### src/rtl/lltl_pkg.sv
// shared kinds, lexer modes and byte-class helpers for the token lexer
package lltl_pkg;

  localparam int KIND_W = 5;

  // token kinds as seen on the output word
  typedef enum logic [KIND_W-1:0] {
    K_ERROR   = 5'd0,
    K_EOF     = 5'd1,
    K_DEFINE  = 5'd2,
    K_LAMBDA  = 5'd3,
    K_IF      = 5'd4,
    K_OPEN    = 5'd5,
    K_CLOSE   = 5'd6,
    K_ADD     = 5'd7,
    K_SUB     = 5'd8,
    K_MUL     = 5'd9,
    K_DIV     = 5'd10,
    K_GT      = 5'd11,
    K_LT      = 5'd12,
    K_EQ      = 5'd13,
    K_SYMBOL  = 5'd14,
    K_INTEGER = 5'd15,
    K_SPACE   = 5'd16,
    K_NEWLINE = 5'd17
  } kind_t;

  // lexer mode, one-hot
  typedef enum logic [5:0] {
    M_IDLE  = 6'b000001,
    M_SPACE = 6'b000010,
    M_IDENT = 6'b000100,
    M_SIGN  = 6'b001000,
    M_INT   = 6'b010000,
    M_ERROR = 6'b100000
  } mode_t;

  // keyword match bits
  localparam int KW_DEFINE_BIT = 0;
  localparam int KW_LAMBDA_BIT = 1;
  localparam int KW_IF_BIT     = 2;

  localparam logic [7:0] CH_NUL = 8'h00;
  localparam logic [7:0] CH_TAB = 8'h09;
  localparam logic [7:0] CH_LF  = 8'h0a;
  localparam logic [7:0] CH_VT  = 8'h0b;
  localparam logic [7:0] CH_FF  = 8'h0c;
  localparam logic [7:0] CH_CR  = 8'h0d;
  localparam logic [7:0] CH_SP  = 8'h20;

  function automatic logic is_ws(input logic [7:0] c);
    return c == CH_TAB || c == CH_SP || c == CH_VT || c == CH_FF || c == CH_CR;
  endfunction

  function automatic logic is_digit(input logic [7:0] c);
    return c >= "0" && c <= "9";
  endfunction

  function automatic logic is_alpha(input logic [7:0] c);
    return (c >= "a" && c <= "z") || (c >= "A" && c <= "Z");
  endfunction

  function automatic logic is_delim(input logic [7:0] c);
    return is_ws(c) || c == CH_LF || c == ")" || c == CH_NUL;
  endfunction

  function automatic logic is_idc(input logic [7:0] c);
    return is_alpha(c) || is_digit(c) || c == "!" || c == "-" || c == "?";
  endfunction

  // which keywords still agree with byte c at position idx
  function automatic logic [2:0] kw_bits(input logic [2:0] idx, input logic [7:0] c);
    logic [2:0] b;
    b = 3'b000;
    case (idx)
      3'd0: begin
        b[KW_DEFINE_BIT] = (c == "d");
        b[KW_LAMBDA_BIT] = (c == "l");
        b[KW_IF_BIT]     = (c == "i");
      end
      3'd1: begin
        b[KW_DEFINE_BIT] = (c == "e");
        b[KW_LAMBDA_BIT] = (c == "a");
        b[KW_IF_BIT]     = (c == "f");
      end
      3'd2: begin
        b[KW_DEFINE_BIT] = (c == "f");
        b[KW_LAMBDA_BIT] = (c == "m");
      end
      3'd3: begin
        b[KW_DEFINE_BIT] = (c == "i");
        b[KW_LAMBDA_BIT] = (c == "b");
      end
      3'd4: begin
        b[KW_DEFINE_BIT] = (c == "n");
        b[KW_LAMBDA_BIT] = (c == "d");
      end
      3'd5: begin
        b[KW_DEFINE_BIT] = (c == "e");
        b[KW_LAMBDA_BIT] = (c == "a");
      end
      default: b = 3'b000;
    endcase
    return b;
  endfunction

endpackage

### src/rtl/lltl_core.sv
// lexer state and per-byte token decision, up to two tokens per byte
module lltl_core #(
  parameter int LEN_WIDTH = 8,
  parameter int POS_WIDTH = 16,
  parameter int TOK_W     = lltl_pkg::KIND_W + LEN_WIDTH + POS_WIDTH + 1
) (
  input  logic             clk,
  input  logic             rst,
  input  logic             step,
  input  logic [7:0]       ch,
  output logic [1:0]       tok_cnt,
  output logic [TOK_W-1:0] tok0,   // kind, length, start, last from the lowest bit up
  output logic [TOK_W-1:0] tok1
);
  import lltl_pkg::*;

  localparam logic [LEN_WIDTH-1:0] LEN_MAX = {LEN_WIDTH{1'b1}};
  localparam logic [LEN_WIDTH-1:0] LEN_ONE = LEN_WIDTH'(1);
  localparam logic [LEN_WIDTH-1:0] LEN_TWO = LEN_WIDTH'(2);
  localparam logic [LEN_WIDTH-1:0] LEN_SIX = LEN_WIDTH'(6);

  mode_t                mode, mode_next;
  logic                 sign_is_minus, sign_is_minus_next;
  logic [2:0]           keyword_match, keyword_match_next;
  logic [LEN_WIDTH-1:0] run_length, run_length_next;
  logic [POS_WIDTH-1:0] run_start, run_start_next;
  logic [POS_WIDTH-1:0] byte_position, byte_position_next;

  logic                 absorbed;
  logic                 emit_a, emit_b, single_hit;
  kind_t                kind_a, kind_b, single_kind;
  logic [LEN_WIDTH-1:0] len_a, len_b, len_grow;
  logic [POS_WIDTH-1:0] start_a;

  // saturating run growth
  assign len_grow = (run_length == LEN_MAX) ? run_length : run_length + LEN_ONE;

  // single-byte tokens
  always_comb begin
    single_hit  = 1'b1;
    single_kind = K_ERROR;
    case (ch)
      CH_LF:   single_kind = K_NEWLINE;
      "(":     single_kind = K_OPEN;
      ")":     single_kind = K_CLOSE;
      "*":     single_kind = K_MUL;
      "/":     single_kind = K_DIV;
      ">":     single_kind = K_GT;
      "<":     single_kind = K_LT;
      "=":     single_kind = K_EQ;
      default: single_hit  = 1'b0;
    endcase
  end

  // close the pending token, then dispatch the byte itself
  always_comb begin
    mode_next          = mode;
    sign_is_minus_next = sign_is_minus;
    keyword_match_next = keyword_match;
    run_length_next    = run_length;
    run_start_next     = run_start;
    absorbed           = 1'b0;
    emit_a             = 1'b0;
    kind_a             = K_ERROR;
    len_a              = '0;
    start_a            = run_start;
    emit_b             = 1'b0;
    kind_b             = K_ERROR;
    len_b              = '0;

    unique case (mode)
      M_ERROR: begin
        absorbed = 1'b1;
        if (ch == CH_NUL) mode_next = M_IDLE;
      end
      M_SPACE: begin
        if (is_ws(ch)) begin
          run_length_next = len_grow;
          absorbed        = 1'b1;
        end else begin
          emit_a = 1'b1;
          kind_a = K_SPACE;
          len_a  = run_length;
        end
      end
      M_IDENT: begin
        if (is_idc(ch)) begin
          keyword_match_next = keyword_match &
              ((run_length < LEN_SIX) ? kw_bits(run_length[2:0], ch) : 3'b000);
          run_length_next    = len_grow;
          absorbed           = 1'b1;
        end else begin
          emit_a = 1'b1;
          len_a  = run_length;
          if (run_length == LEN_SIX && keyword_match[KW_DEFINE_BIT]) kind_a = K_DEFINE;
          else if (run_length == LEN_SIX && keyword_match[KW_LAMBDA_BIT]) kind_a = K_LAMBDA;
          else if (run_length == LEN_TWO && keyword_match[KW_IF_BIT]) kind_a = K_IF;
          else kind_a = K_SYMBOL;
        end
      end
      M_SIGN, M_INT: begin
        if (is_digit(ch)) begin
          mode_next       = M_INT;
          run_length_next = len_grow;
          absorbed        = 1'b1;
        end else if (is_delim(ch)) begin
          emit_a = 1'b1;
          len_a  = run_length;
          if (mode == M_SIGN) kind_a = sign_is_minus ? K_SUB : K_ADD;
          else kind_a = K_INTEGER;
        end else begin
          // integer or sign glued to a foreign byte
          emit_a    = 1'b1;
          kind_a    = K_ERROR;
          mode_next = M_ERROR;
          absorbed  = 1'b1;
        end
      end
      M_IDLE: begin
      end
      default: begin
      end
    endcase

    if (!absorbed) begin
      mode_next = M_IDLE;
      if (ch == CH_NUL) begin
        emit_b = 1'b1;
        kind_b = K_EOF;
      end else if (single_hit) begin
        emit_b = 1'b1;
        kind_b = single_kind;
        len_b  = LEN_ONE;
      end else if (is_ws(ch)) begin
        mode_next       = M_SPACE;
        run_start_next  = byte_position;
        run_length_next = LEN_ONE;
      end else if (ch == "+" || ch == "-") begin
        mode_next          = M_SIGN;
        run_start_next     = byte_position;
        run_length_next    = LEN_ONE;
        sign_is_minus_next = (ch == "-");
      end else if (is_digit(ch)) begin
        mode_next       = M_INT;
        run_start_next  = byte_position;
        run_length_next = LEN_ONE;
      end else if (is_alpha(ch)) begin
        mode_next          = M_IDENT;
        run_start_next     = byte_position;
        run_length_next    = LEN_ONE;
        keyword_match_next = kw_bits(3'd0, ch);
      end else begin
        emit_b    = 1'b1;
        kind_b    = K_ERROR;
        mode_next = M_ERROR;
      end
    end

    // offset restarts after end of stream
    if (ch == CH_NUL && mode_next == M_IDLE) byte_position_next = '0;
    else byte_position_next = byte_position + POS_WIDTH'(1);
  end

  // pack tokens, first emitted in slot zero
  always_comb begin
    tok_cnt = {1'b0, emit_a} + {1'b0, emit_b};
    tok1    = {1'b1, byte_position, len_b, kind_b};
    if (emit_a) tok0 = {~emit_b, start_a, len_a, kind_a};
    else tok0 = tok1;
  end

  // lexer state
  always_ff @(posedge clk) begin
    if (rst) begin
      mode          <= M_IDLE;
      sign_is_minus <= 1'b0;
      keyword_match <= 3'b111;
      run_length    <= '0;
      run_start     <= '0;
      byte_position <= '0;
    end else if (step) begin
      mode          <= mode_next;
      sign_is_minus <= sign_is_minus_next;
      keyword_match <= keyword_match_next;
      run_length    <= run_length_next;
      run_start     <= run_start_next;
      byte_position <= byte_position_next;
    end
  end

endmodule

### src/rtl/lltl_outq.sv
// four-entry token queue, takes up to two tokens per cycle, gives one
module lltl_outq #(
  parameter int TOK_W = 30
) (
  input  logic             clk,
  input  logic             rst,
  input  logic [1:0]       push_cnt,
  input  logic [TOK_W-1:0] push0,
  input  logic [TOK_W-1:0] push1,
  output logic             room,
  output logic             head_valid,
  input  logic             head_take,
  output logic [TOK_W-1:0] head
);
  import lltl_pkg::*;

  logic [TOK_W-1:0] slots [4];
  logic [1:0]       wr_ptr, rd_ptr;
  logic [2:0]       count;
  logic             pop;

  assign head_valid = (count != 3'd0);
  assign pop        = head_valid && head_take;
  assign room       = (count <= 3'd2);
  assign head       = slots[rd_ptr];

  // token storage
  always_ff @(posedge clk) begin
    if (push_cnt != 2'd0) slots[wr_ptr] <= push0;
    if (push_cnt == 2'd2) slots[wr_ptr + 2'd1] <= push1;
  end

  // pointers and fill level
  always_ff @(posedge clk) begin
    if (rst) begin
      wr_ptr <= '0;
      rd_ptr <= '0;
      count  <= '0;
    end else begin
      wr_ptr <= wr_ptr + push_cnt;
      if (pop) rd_ptr <= rd_ptr + 2'd1;
      count <= count + {1'b0, push_cnt} - {2'b00, pop};
    end
  end

endmodule

### src/rtl/lisp_token_lexer_top.sv
// top level of the streaming lexer: input register, lexer core, token queue
//
// Source bytes enter on the s_axis channel, one byte per word; a zero byte
// ends the stream. Tokens leave on the m_axis channel as kind, length and
// start offset, with tlast high on the final token caused by one input byte.
// A byte that closes a pending token and forms a token of its own gives two
// words; every other byte gives zero or one.
// An accepted byte waits in the input register until the queue has room,
// is then lexed, and its tokens are written to the queue that drives m_axis.
// Throughput: one byte per cycle while the queue has room for two tokens;
// the output side delivers one token per cycle, so two-token bytes in a
// row are limited by the output port.
// The receiver may stall at any time; tokens wait in a four-entry queue and
// s_axis_tready falls once a byte waits and the queue cannot take two more.
// Reset (rst, synchronous) empties the queue and input register, returns
// the lexer to idle and sets the stream offset to zero.
module lisp_token_lexer_top #(
  parameter int LEN_WIDTH = 8,
  parameter int POS_WIDTH = 16
) (
  input  logic clk,
  input  logic rst,
  input  logic s_axis_tvalid,
  output logic s_axis_tready,
  input  logic [7:0] s_axis_tdata,  // ch
  output logic m_axis_tvalid,
  input  logic m_axis_tready,
  // token_kind, token_length, token_start, zero fill
  output logic [((lltl_pkg::KIND_W + LEN_WIDTH + POS_WIDTH + 7) / 8) * 8 - 1:0] m_axis_tdata,
  output logic m_axis_tlast
);
  import lltl_pkg::*;

  localparam int FIELD_W = KIND_W + LEN_WIDTH + POS_WIDTH;
  localparam int DATA_W  = ((FIELD_W + 7) / 8) * 8;
  localparam int TOK_W   = FIELD_W + 1;

  logic             in_valid;
  logic [7:0]       in_byte;
  logic             step;
  logic             room;
  logic [1:0]       tok_cnt;
  logic [1:0]       push_cnt;
  logic [TOK_W-1:0] tok0, tok1, head;

  assign step          = in_valid && room;
  assign s_axis_tready = !in_valid || step;

  // tokens enter the queue only when the byte is lexed
  assign push_cnt = step ? tok_cnt : 2'd0;

  // input register
  always_ff @(posedge clk) begin
    if (rst) begin
      in_valid <= 1'b0;
    end else if (s_axis_tready) begin
      in_valid <= s_axis_tvalid;
    end
  end

  always_ff @(posedge clk) begin
    if (s_axis_tready && s_axis_tvalid) in_byte <= s_axis_tdata;
  end

  lltl_core #(
    .LEN_WIDTH(LEN_WIDTH),
    .POS_WIDTH(POS_WIDTH),
    .TOK_W    (TOK_W)
  ) u_core (
    .clk    (clk),
    .rst    (rst),
    .step   (step),
    .ch     (in_byte),
    .tok_cnt(tok_cnt),
    .tok0   (tok0),
    .tok1   (tok1)
  );

  lltl_outq #(
    .TOK_W(TOK_W)
  ) u_outq (
    .clk       (clk),
    .rst       (rst),
    .push_cnt  (push_cnt),
    .push0     (tok0),
    .push1     (tok1),
    .room      (room),
    .head_valid(m_axis_tvalid),
    .head_take (m_axis_tready),
    .head      (head)
  );

  // output word
  assign m_axis_tdata = DATA_W'(head[FIELD_W-1:0]);
  assign m_axis_tlast = head[TOK_W-1];

endmodule
### config.mk
export PLATFORM = sky130hd
export DESIGN_NAME = lisp_token_lexer_top
export DESIGN_NICKNAME = d
export VERILOG_FILES = /design/src/rtl/lltl_pkg.sv /design/src/rtl/lltl_core.sv /design/src/rtl/lltl_outq.sv /design/src/rtl/lisp_token_lexer_top.sv
export SDC_FILE = /design/constraint.sdc
export NUM_CORES = 1
export LEC_CHECK = 0
export ABC_CLOCK_PERIOD_IN_PS = 12400
export BUFFER_PORTS_ARGS = -buffer_cell sky130_fd_sc_hd__buf_2
export CORE_MARGIN = 4
export CORE_UTILIZATION = 55
export DETAILED_ROUTE_END_ITERATION = 6
export PLACE_DENSITY = 0.84
export SYNTH_ARGS = -nofsm -noshare
export SYNTH_HDL_FRONTEND = slang
export SYNTH_SLANG_ARGS = --single-unit
export TNS_END_PERCENT = 5
### constraint.sdc
create_clock -name clk -period 12.4 [get_ports clk]
set_input_delay 0.62 -clock clk [delete_from_list [all_inputs] [get_ports clk]]
set_output_delay 0.62 -clock clk [all_outputs]
set_load 0.05 [all_outputs]
[Word-level counts from Yosys, hierarchy flattened]
Memories as Yosys holds them, arrays and structs flattened. A register that Yosys moved wholly into a read port is not among the register bits.
Index checks and enable logic that the tools add are counted.
Cells by class
  add/sub/neg operators: 8
  order comparisons: 8
  equality and inequality tests: 41
  mux-type cells: 91
  bitwise operators: 6
  reduce and logical (&&, ||, !) cells: 35
Operators by type and width (number)
  2-to-1 mux 8 bit: 17
  == test 8 x 6 -> 1 bit (second input constant): 12
  2-to-1 mux 16 bit: 5
  == test 8 x 7 -> 1 bit (second input constant): 9
  2-to-1 mux 6 bit: 10
  2-to-1 mux 5 bit: 10
  one-hot mux 8 bit (3 select lines): 2
  == test 8 x 4 -> 1 bit (second input constant): 5
  one-hot mux 5 bit (8 select lines): 1
  2-to-1 mux 3 bit: 10
  2-to-1 mux 30 bit: 1
  2-to-1 mux 1 bit: 22
  adder 16 x 1 -> 16 bit (second input constant): 1
  >= comparator 8 x 7 -> 1 bit (second input constant): 2
  <= comparator 8 x 7 -> 1 bit (second input constant): 2
  one-hot mux 5 bit (3 select lines): 1
  logical OR 1 bit: 14
  one-hot mux 6 bit (2 select lines): 1
  logical AND 1 bit: 10
  2-to-1 mux 2 bit: 5
  one-hot mux 2 bit (5 select lines): 1
  adder 8 x 1 -> 8 bit (second input constant): 1
  == test 8 x 2 -> 1 bit (second input constant): 1
  == test 8 x 3 -> 1 bit (second input constant): 1
  other kinds (36): 45
Word-level totals
  register bits after elaboration: 66
  RAM bits: 120
  memories: 1
Memory list
  u_outq.slots: depth 4, bits a word 30, read ports 1, clocked after memory_dff 1, write ports 2, line lltl_outq.sv:17  | logic [TOK_W-1:0] slots [4];

[Logic depth before layout (Yosys ltp)]
Gate-level depths: netlist of run 1.
  word-level depth: 20
  mapped depth: 15
  mapped depth without buffers: 12

[Hierarchy]
From an unflattened synthesis of run 1, not the netlist that was laid out.
Second synthesis, totals
  cell total of the unflattened synthesis: 843
  area total of the unflattened synthesis: 10422.5 µm²
Modules (own cells, without submodules)
  lltl_outq: instances 1, cells each 341, area an instance 6357.3 µm², seq. area each 3783.6 µm²
  lltl_core: instances 1, cells each 482, area an instance 3721.1 µm², seq. area each 1001.0 µm²
  lisp_token_lexer_top: instances 1, cells each 20, area an instance 344.1 µm², seq. area each 260.2 µm²

[Least setup slack after synthesis of run 1]
OpenSTA, ideal clock, no wires.
  path type: register to register
  start: register in_byte[6]
  end: memory u_outq.slots[1][0] (enable)
  library setup time: 0.377 ns
  arrival: 3.697 ns
  data required time: 12.023 ns
  slack: 8.326 ns
  stages on the path, launching flop included: 12
  path buffers: 1
  period minus slack after synthesis: 4.074 ns
  path through: edfxtp_1 or4b_4 o32ai_2 a2111oi_4 nor3b_4 inv_4 ha_1 o21ai_0 or3b_2 nor2b_1 clkbuf_1 inv_1
RTL lines
  from (decl): line lisp_token_lexer_top.sv:39  | logic [7:0] in_byte;
  from (signal assigned): line lisp_token_lexer_top.sv:62  | if (s_axis_tready && s_axis_tvalid) in_byte <= s_axis_tdata;
  to (decl): line lltl_outq.sv:17

==> metrics, run 1 <==
CP Capture Type=register; Critical R2R Capture=u_outq.slots[1][13]$_DFFE_PP_; DRT Pass-1 Iters=6; Fin. Hold Viols=0; period utilisation layout=40.5%; min Tclk post-route=5.02 ns; #FFs+latches synth=188; Post-DRT Antenna Nets=0; Area contributors post-synth=edfxtp_1, dfxtp_1, a22o_1; crit path from=in_byte[2]$_DFFE_PP_; Longest Clk Path Bufs=2; Worst Tran Pin Value=1.17 ns; worst endpoint data arrival time=5.09 ns; WL/cell=20.8 microns; Critical R2R Launch=in_byte[2]$_DFFE_PP_; Post-CTS Resized=0; clock buffer count from CTS=17; setup ws final=7.38 ns; register area share after synthesis=50.1%; fill count=1,295; Syn. warnings=0; pin count of the biggest net entering global routing=42; Mean Syn Cell Area=11.3 sq um; fmax=199 MHz; Synth cell types=78; Die Wd=139 microns; Comb pwr share=23.8%; GPL Wtd Cong=0.945; first-pass GRT wire length=35.1 mm; Data required, critical path=12.47 ns; hold_sp=s_axis_tdata[1]; Syn Inst Count=835; grt ovf=0; switching share of power=34.5%; pwr dens=163 nW/um^2; Sequential Power Share=42.6%; layout cells sized above 1=16.8%; Final Slew Violations=0; setup violators final=0; DRC=0; starting density of the core=56.4%; DR vias=7,032; r2r worst-path depth=10; initial drt markers=692; Clock transition at path regs=0.08 ns; max cap viols=0; asr flop ratio synth=0%; core area=16,700 sq um; Post-CTS Setup Bufs=0; number of diodes=0; Root Driver=clkbuf_16; vias in the first global route=6,576; Post-Route Setup TNS=0 ns; clk_skew=0.0116 ns; Post-synth EDFFs=96; share of Yosys cell area claimed by the top area cell type=30.6%; initial antenna violation count=0; die footprint=19,300 sq um; worst min path class=input pin to register; H-tree levels=4; port bufs=43; Worst R2R Setup Slack=7.38 ns; CP max FO=25; P&R area growth vs syn=8.83%; switching pwr=0.576 mW; via/cell ratio=6.59; clock sinks=188; GR Util All Layers=22.8%; CTS Hold Bufs=0; row count=47; relative slew slack=21.7%; nets=856; run status=completed; Ports=47; P_int=1.09 mW; hold slack final=0.341 ns; WL final=22.2 mm; Detailed Place HPWL=14.5 mm; Hold Crit Depth=1; Lkg Pwr=3.65 nW; Worst Hold End=in_byte[1]$_DFFE_PP_; CTS tree=done; Clock Power Share=33.7%; Mapped Area=9420 sq um; Clock Latency Late Sink=0.45 ns; pre-CTS setup slack=7.46 ns; die height=139 microns; critical path type=register to register; Peak VDD IR=0.0794 mV; unrepaired setup endpoints after global routing=false; area leader, netlist=edfxtp_1; Most used DFF post-synth=edfxtp_1; Startpoint Class=register
-- how the worst max path moves through the flow --
stage	end	slack, ns	depth (start not counted)
global route	u_outq.slots[1][15]$_DFFE_PP_	7.01	10
floorplan	u_outq.slots[1][0]$_DFFE_PP_	8.33	11
detailed placement	u_outq.slots[1][21]$_DFFE_PP_	7.46	10
CTS	u_outq.slots[1][18]$_DFFE_PP_	7.44	10
global placement	u_outq.slots[1][22]$_DFFE_PP_	7.61	10
finish	u_outq.slots[1][13]$_DFFE_PP_	7.38	10
-- area by class of cell --
class | instances | area (sq um) | share of cell area [%]
inverters | 19 | 73.8 | 0.720
flip-flops and latches | 188 | 4730 | 46.1
clock inverters | 15 | 201 | 1.96
multi-input cells | 559 | 4290 | 41.9
well taps | 220 | 275 | 2.68
clock buffers | 17 | 425 | 4.15
repair buffers | 49 | 260 | 2.54
-- sequential cells by signal, indices dropped and copies added, names as in the netlist, named ones only --
signal                count
in_byte                   8
u_core.mode               6
u_core.sign_is_minus      1
u_core.run_length         8
u_core.byte_position     16
u_outq.wr_ptr             2
u_outq.slots            120
u_core.run_start         16
u_outq.count              3
in_valid                  1
u_core.keyword_match      3
u_outq.rd_ptr             2
-- cell families (layout without fill, tap and decap cells) --
logic type                 after synthesis  in the layout  synth area share, %
DFF                                    188            188                 50.1
buffers and inverters                   90            100                 4.38
muxes                                   49             49                 9.19
adders and majority gates               10             10                 1.41
AOI/OAI and AO/OA                      231            231                 19.2
xor gates and xnor gates                21             21                 1.95
other                                    1              3               0.0398
and+or+nand+nor                        245            245                 13.7
-- placed cells by master (no fill, tap or decap), types with 6 or more instances in the layout --
master and n:
edfxtp_1 96, dfxtp_1 91, a22o_1 81, nor2_1 71, nand2_1 46, buf_2 43, mux4_2 30, a21oi_1 25
o21ai_0 24, nand3_1 20, mux2i_1 19, inv_1 18, o22ai_1 18, clkbuf_16 17, xor2_1 13, and2_1 12
nor2b_1 11, o21a_1 10, nand4_1 10, or3_1 9, nand2b_1 9, nor3_1 9, a22o_2 9, ha_1 9
nor4_1 8, xnor2_1 8, or2_2 7, a31oi_1 7, and3_1 7, o32ai_1 7, buf_4 6
-- through the flow --
| stage | std cells | cell area (sq um) | util, % | power, mW |
|---|---|---|---|---|
| after floorplan | 837 | 9430 | - | 1.04 |
| after global placement | 1035 | 9630 | 57.7 | 1.12 |
| after detailed placement | 1035 | 9630 | 57.7 | 1.12 |
| after CTS | 1067 | 10300 | 61.4 | 1.67 |
| after global routing | 1067 | 10300 | 61.4 | 1.73 |
| final | 1067 | 10300 | 61.4 | 1.67 |
-- synthesized netlist by cell type (10+ instances only) --
master and instances:
a21oi_1 25, a22o_1 81, and2_1 12, clkbuf_1 46, dfxtp_1 92, edfxtp_1 96, inv_1 18, mux2i_1 19
mux4_2 30, nand2_1 46, nand3_1 20, nand4_1 10, nor2_1 71, nor2b_1 11, o21a_1 10, o21ai_0 24
o22ai_1 18, xor2_1 13
-- critical path, stage by stage (launching register included) --
cell	delay, ns
edfxtp_1	0.71
nor4_1	0.67
and2b_1	0.27
nor3_2	0.10
nor3b_4	0.38
inv_4	0.16
ha_1	0.41
o21ai_0	0.18
or3b_2	0.69
nor2b_1	0.29
inv_1	0.77
-- power by group through the flow --
stage	Combinational (mW)	Clock, mW	Sequential [mW]
3_5_place_dp	0.397	0	0.724
4_1_cts	0.399	0.566	0.709
3_3_place_gp	0.395	0	0.721
5_1_grt	0.424	0.593	0.714
6_report	0.397	0.562	0.710
2_1_floorplan	0.333	0	0.708
-- layer usage --
layer	vias up	global-route usage (%)	share of wire, %
met5	-	0	0
met4	0	10.1	3.1
met3	62	3.97	7.7
met2	353	36.6	48
met1	3405	30.5	41
li1	3212	-	-
(Power assumes the default switching activity.)
==> inputs of run 2 (changes only) <==
--- a/config.mk
+++ b/config.mk
@@ -5,12 +5,13 @@
 export SDC_FILE = /design/constraint.sdc
 export NUM_CORES = 1
 export LEC_CHECK = 0
-export ABC_CLOCK_PERIOD_IN_PS = 12400
+export ABC_AREA = 1
+export ABC_CLOCK_PERIOD_IN_PS = 4500
 export BUFFER_PORTS_ARGS = -buffer_cell sky130_fd_sc_hd__buf_2
 export CORE_MARGIN = 4
 export CORE_UTILIZATION = 55
 export DETAILED_ROUTE_END_ITERATION = 6
-export PLACE_DENSITY = 0.84
+export PLACE_DENSITY = 0.86
 export SYNTH_ARGS = -nofsm -noshare
 export SYNTH_HDL_FRONTEND = slang
 export SYNTH_SLANG_ARGS = --single-unit
==> constraint.sdc (replaced) <==
create_clock -name clk -period 4.5 [get_ports clk]
set_input_delay 0.225 -clock clk [delete_from_list [all_inputs] [get_ports clk]]
set_output_delay 0.225 -clock clk [all_outputs]
set_load 0.05 [all_outputs]
==> run 2 against run 1 <==
- count of clock-buffer cells in the layout is 2 higher
- flip-flop and latch count stayed put
- maximum frequency is 22% higher
- non-clock buffer count is 20 higher
- largest power group unchanged
- wire length is 14% higher
- utilization is 1.3 points higher
- area after synthesis is 5.2% higher
- via count is 27% higher
- die area is 4.9% higher
==> metrics, run 2 <==
Post-synth EDFFs=96 (unchanged); layout cells sized above 1=11.0% (was 16.8%); Worst Tran Pin Value=1.18 ns (was 1.17 ns); Post-DRT Antenna Nets=0 (unchanged); nets=1,335 (was 856); pin count of the biggest net entering global routing=60 (was 42); Worst path max stage delay=0.49 ns (was 0.77 ns); max FFs per register=120 (unchanged); relative slew slack=20.9% (was 21.7%); Die Wd=142 microns (was 139 microns); Root Driver=clkbuf_16 (unchanged); GR Util All Layers=25.2% (was 22.8%); CTS tree=done (unchanged); Syn Inst Count=1,278 (was 835); Clock Latency Late Sink=0.44 ns (was 0.45 ns); core area=17,500 sq um (was 16,700 sq um); Final Slew Violations=0 (unchanged); Mean Syn Cell Area=7.76 sq um (was 11.3 sq um); setup violators final=0 (unchanged); DRT Pass-1 Iters=7 (was 6); GPL Wtd Cong=0.913 (was 0.945); Longest Clk Path Bufs=2 (unchanged); period utilisation layout=91.6% (was 40.5%); Buf+Inv Stages, Crit Path=5 (was 2); run status=completed (unchanged); share of Yosys cell area claimed by the top area cell type=29.1% (was 30.6%); pwr dens=443 nW/um^2 (was 163 nW/um^2); most frequent cells after synthesis=nand2_1, o21ai_0, nor2_1 (was edfxtp_1, dfxtp_1, a22o_1); fmax=243 MHz (was 199 MHz); final core occ=62.7% (was 61.4%); DRC=0 (unchanged); register area share after synthesis=47.7% (was 50.1%); via/cell ratio=5.77 (was 6.59); Peak VDD IR=0.420 mV (was 0.0794 mV); port bufs=43 (unchanged); commonest non-fill, non-tap cell in the layout=nand2_1 (was edfxtp_1); DR vias=8,950 (was 7,032); Data required, critical path=4.81 ns (was 12.47 ns); die footprint=20,200 sq um (was 19,300 sq um); unrepaired setup endpoints after global routing=false (unchanged); total power=4.86 mW (was 1.67 mW); Post-Route Setup TNS=0 ns (unchanged); P&R area growth vs syn=10.6% (was 8.83%); pre-CTS setup slack=0.480 ns (was 7.46 ns); min Tclk post-route=4.12 ns (was 5.02 ns); initial antenna violation count=0 (unchanged); Lkg Pwr=4.34 nW (was 3.65 nW); commonest cells after routing, fill and taps aside=nand2_1, o21ai_0, nor2_1, nand3_1, inv_1 (was edfxtp_1, dfxtp_1, a22o_1, nor2_1, nand2_1); worst min path class=input pin to register (unchanged); clock buffer count from CTS=17 (unchanged); Most used DFF post-synth=edfxtp_1 (unchanged); most frequent cell after synthesis=nand2_1 (was edfxtp_1); WL/cell=16.3 microns (was 20.8 microns); setup ws final=0.379 ns (was 7.38 ns); first-pass GRT wire length=40.9 mm (was 35.1 mm); Synth cell types=47 (was 78); Ports=47 (unchanged); H-tree levels=4 (unchanged); crit-path cells=nand2_1, inv_2, nand2_1, nor2_1, nor2_1, nand3_2, nand2_4, nand3_4, nor2_1, ha_1, inv_1, nor2_1, inv_1, nor3_4, inv_1, nand2_1, inv_1, nand2_1, o21ai_0 (was nor4_1, and2b_1, nor3_2, nor3b_4, inv_4, ha_1, o21ai_0, or3b_2, nor2b_1, inv_1); row count=48 (was 47); Fin. Hold Viols=0 (unchanged); initial drt markers=997 (was 692); hold slack final=0.0462 ns (was 0.341 ns); vias in the first global route=7,989 (was 6,576); grt ovf=0 (unchanged); WL final=25.3 mm (was 22.2 mm); Area contributors post-synth=edfxtp_1, dfxtp_1, nand2_1 (was edfxtp_1, dfxtp_1, a22o_1); Syn. warnings=0 (unchanged); CP max FO=17 (was 25); critical path type=register to register (unchanged); fill count=1,449 (was 1,295); critical path's slowest cell=edfxtp_1 (was inv_1); delay-heaviest family, CP=simple AND/OR/NAND/NOR gates (unchanged); Clock transition at path regs=0.07 ns (was 0.08 ns); Post-CTS Setup Bufs=0 (unchanged); die height=142 microns (was 139 microns); Startpoint Class=register (unchanged); Mapped Area=9910 sq um (was 9420 sq um); max cap viols=0 (unchanged); #FFs+latches synth=188 (unchanged); area leader, netlist=edfxtp_1 (unchanged); starting density of the core=56.7% (was 56.4%); CP Capture Type=register (unchanged); clock sinks=188 (unchanged); Detailed Place HPWL=17.2 mm (was 14.5 mm); number of diodes=0 (unchanged); clk_skew=0.00991 ns (was 0.0116 ns); asr flop ratio synth=0% (unchanged); worst endpoint data arrival time=4.43 ns (was 5.09 ns); Largest regs=u_outq.slots (120), u_core.byte_position (16), u_core.run_start (16) (unchanged); Largest Register=u_outq.slots (unchanged)
==> run 2: cell types whose count changed after synthesis, moves of 14 or more <==
cell	delta
mux4_2	-30
nor2_1	+77
a22o_1	-81
mux2i_1	-19
o21ai_0	+149
o21ai_1	+20
nand2_2	+20
inv_1	+105
nor3_1	+14
nand2_1	+204
nand3_1	+105
==> run 2: kinds of logic (layout without fill, tap and decap cells) <==
| family | Yosys count | count (layout) | share of synthesized area [%] |
|---|---|---|---|
| AO/OA/AOI/OAI | 273 | 273 | 14.6 |
| XOR/XNOR | 14 | 14 | 1.24 |
| adder cells (fa/ha/maj) | 10 | 10 | 1.34 |
| buffers and inverters | 186 | 232 | 7.55 |
| flip-flops | 188 | 188 | 47.7 |
| other | 1 | 3 | 0.0378 |
| AND/OR/NAND/NOR | 606 | 606 | 27.6 |
==> run 2: timing repair <==
item,in CTS,in global routing
hold buffers,8,0
gates resized for setup,0,0
hold endpoints to repair,8,0
==> run 2: report_power, final <==
| part | switching (mW) | internal [mW] |
|---|---|---|
| registers | 0.0618 | 1.90 |
| clock network | 0.700 | 0.732 |
| logic | 1.12 | 0.343 |
==> run 2: layout make-up <==
type                            count  area, sq um  area share (%)
Clock inverter                     13          125            1.14
Multi-Input combinational cell    906         4450            40.6
Tap cell                          225          282            2.57
Sequential cell                   188         4730            43.1
Clock buffer                       19          433            3.95
Inverter                          131          492            4.49
Timing Repair Buffer               69          455            4.15
==> run 2: worst paths after layout <==
| kind | from | end | slack (ns) | depth (start not counted) |
|---|---|---|---|---|
| setup / recovery | in_byte[2]$_DFFE_PP_ | u_outq.slots[0][10]$_SDFFE_PP0N_ | 0.38 | 19 |
| setup reg to reg | in_byte[2]$_DFFE_PP_ | u_outq.slots[0][10]$_SDFFE_PP0N_ | 0.38 | 19 |
| hold / removal | s_axis_tvalid | in_valid$_SDFFE_PP0N_ | 0.05 | 3 |
| hold reg to reg | u_outq.slots[2][7]$_SDFFE_PP0P_ | u_outq.slots[2][7]$_SDFFE_PP0P_ | 0.46 | 2 |
==> run 2: worst min-delay path: stages <==
cell,delay (ns)
buf_2,0.10
inv_1,0.06
a21oi_1,0.06
==> run 2: routing by layer <==
metal | vias up | routed length [microns] | GRT usage, %
met3 | 41 | 2260 | 4.44
li1 | 4361 | - | -
met5 | - | 0 | 0
met1 | 4083 | 10700 | 35.3
met2 | 465 | 11900 | 40.8
met4 | 0 | 459 | 6.52
==> run 2: through the flow <==
step | cells | cell area (sq um)
after floorplan | 1280 | 9920
after global placement | 1511 | 10300
after detailed placement | 1511 | 10300
after CTS | 1551 | 11000
after global routing | 1551 | 11000
final | 1551 | 11000
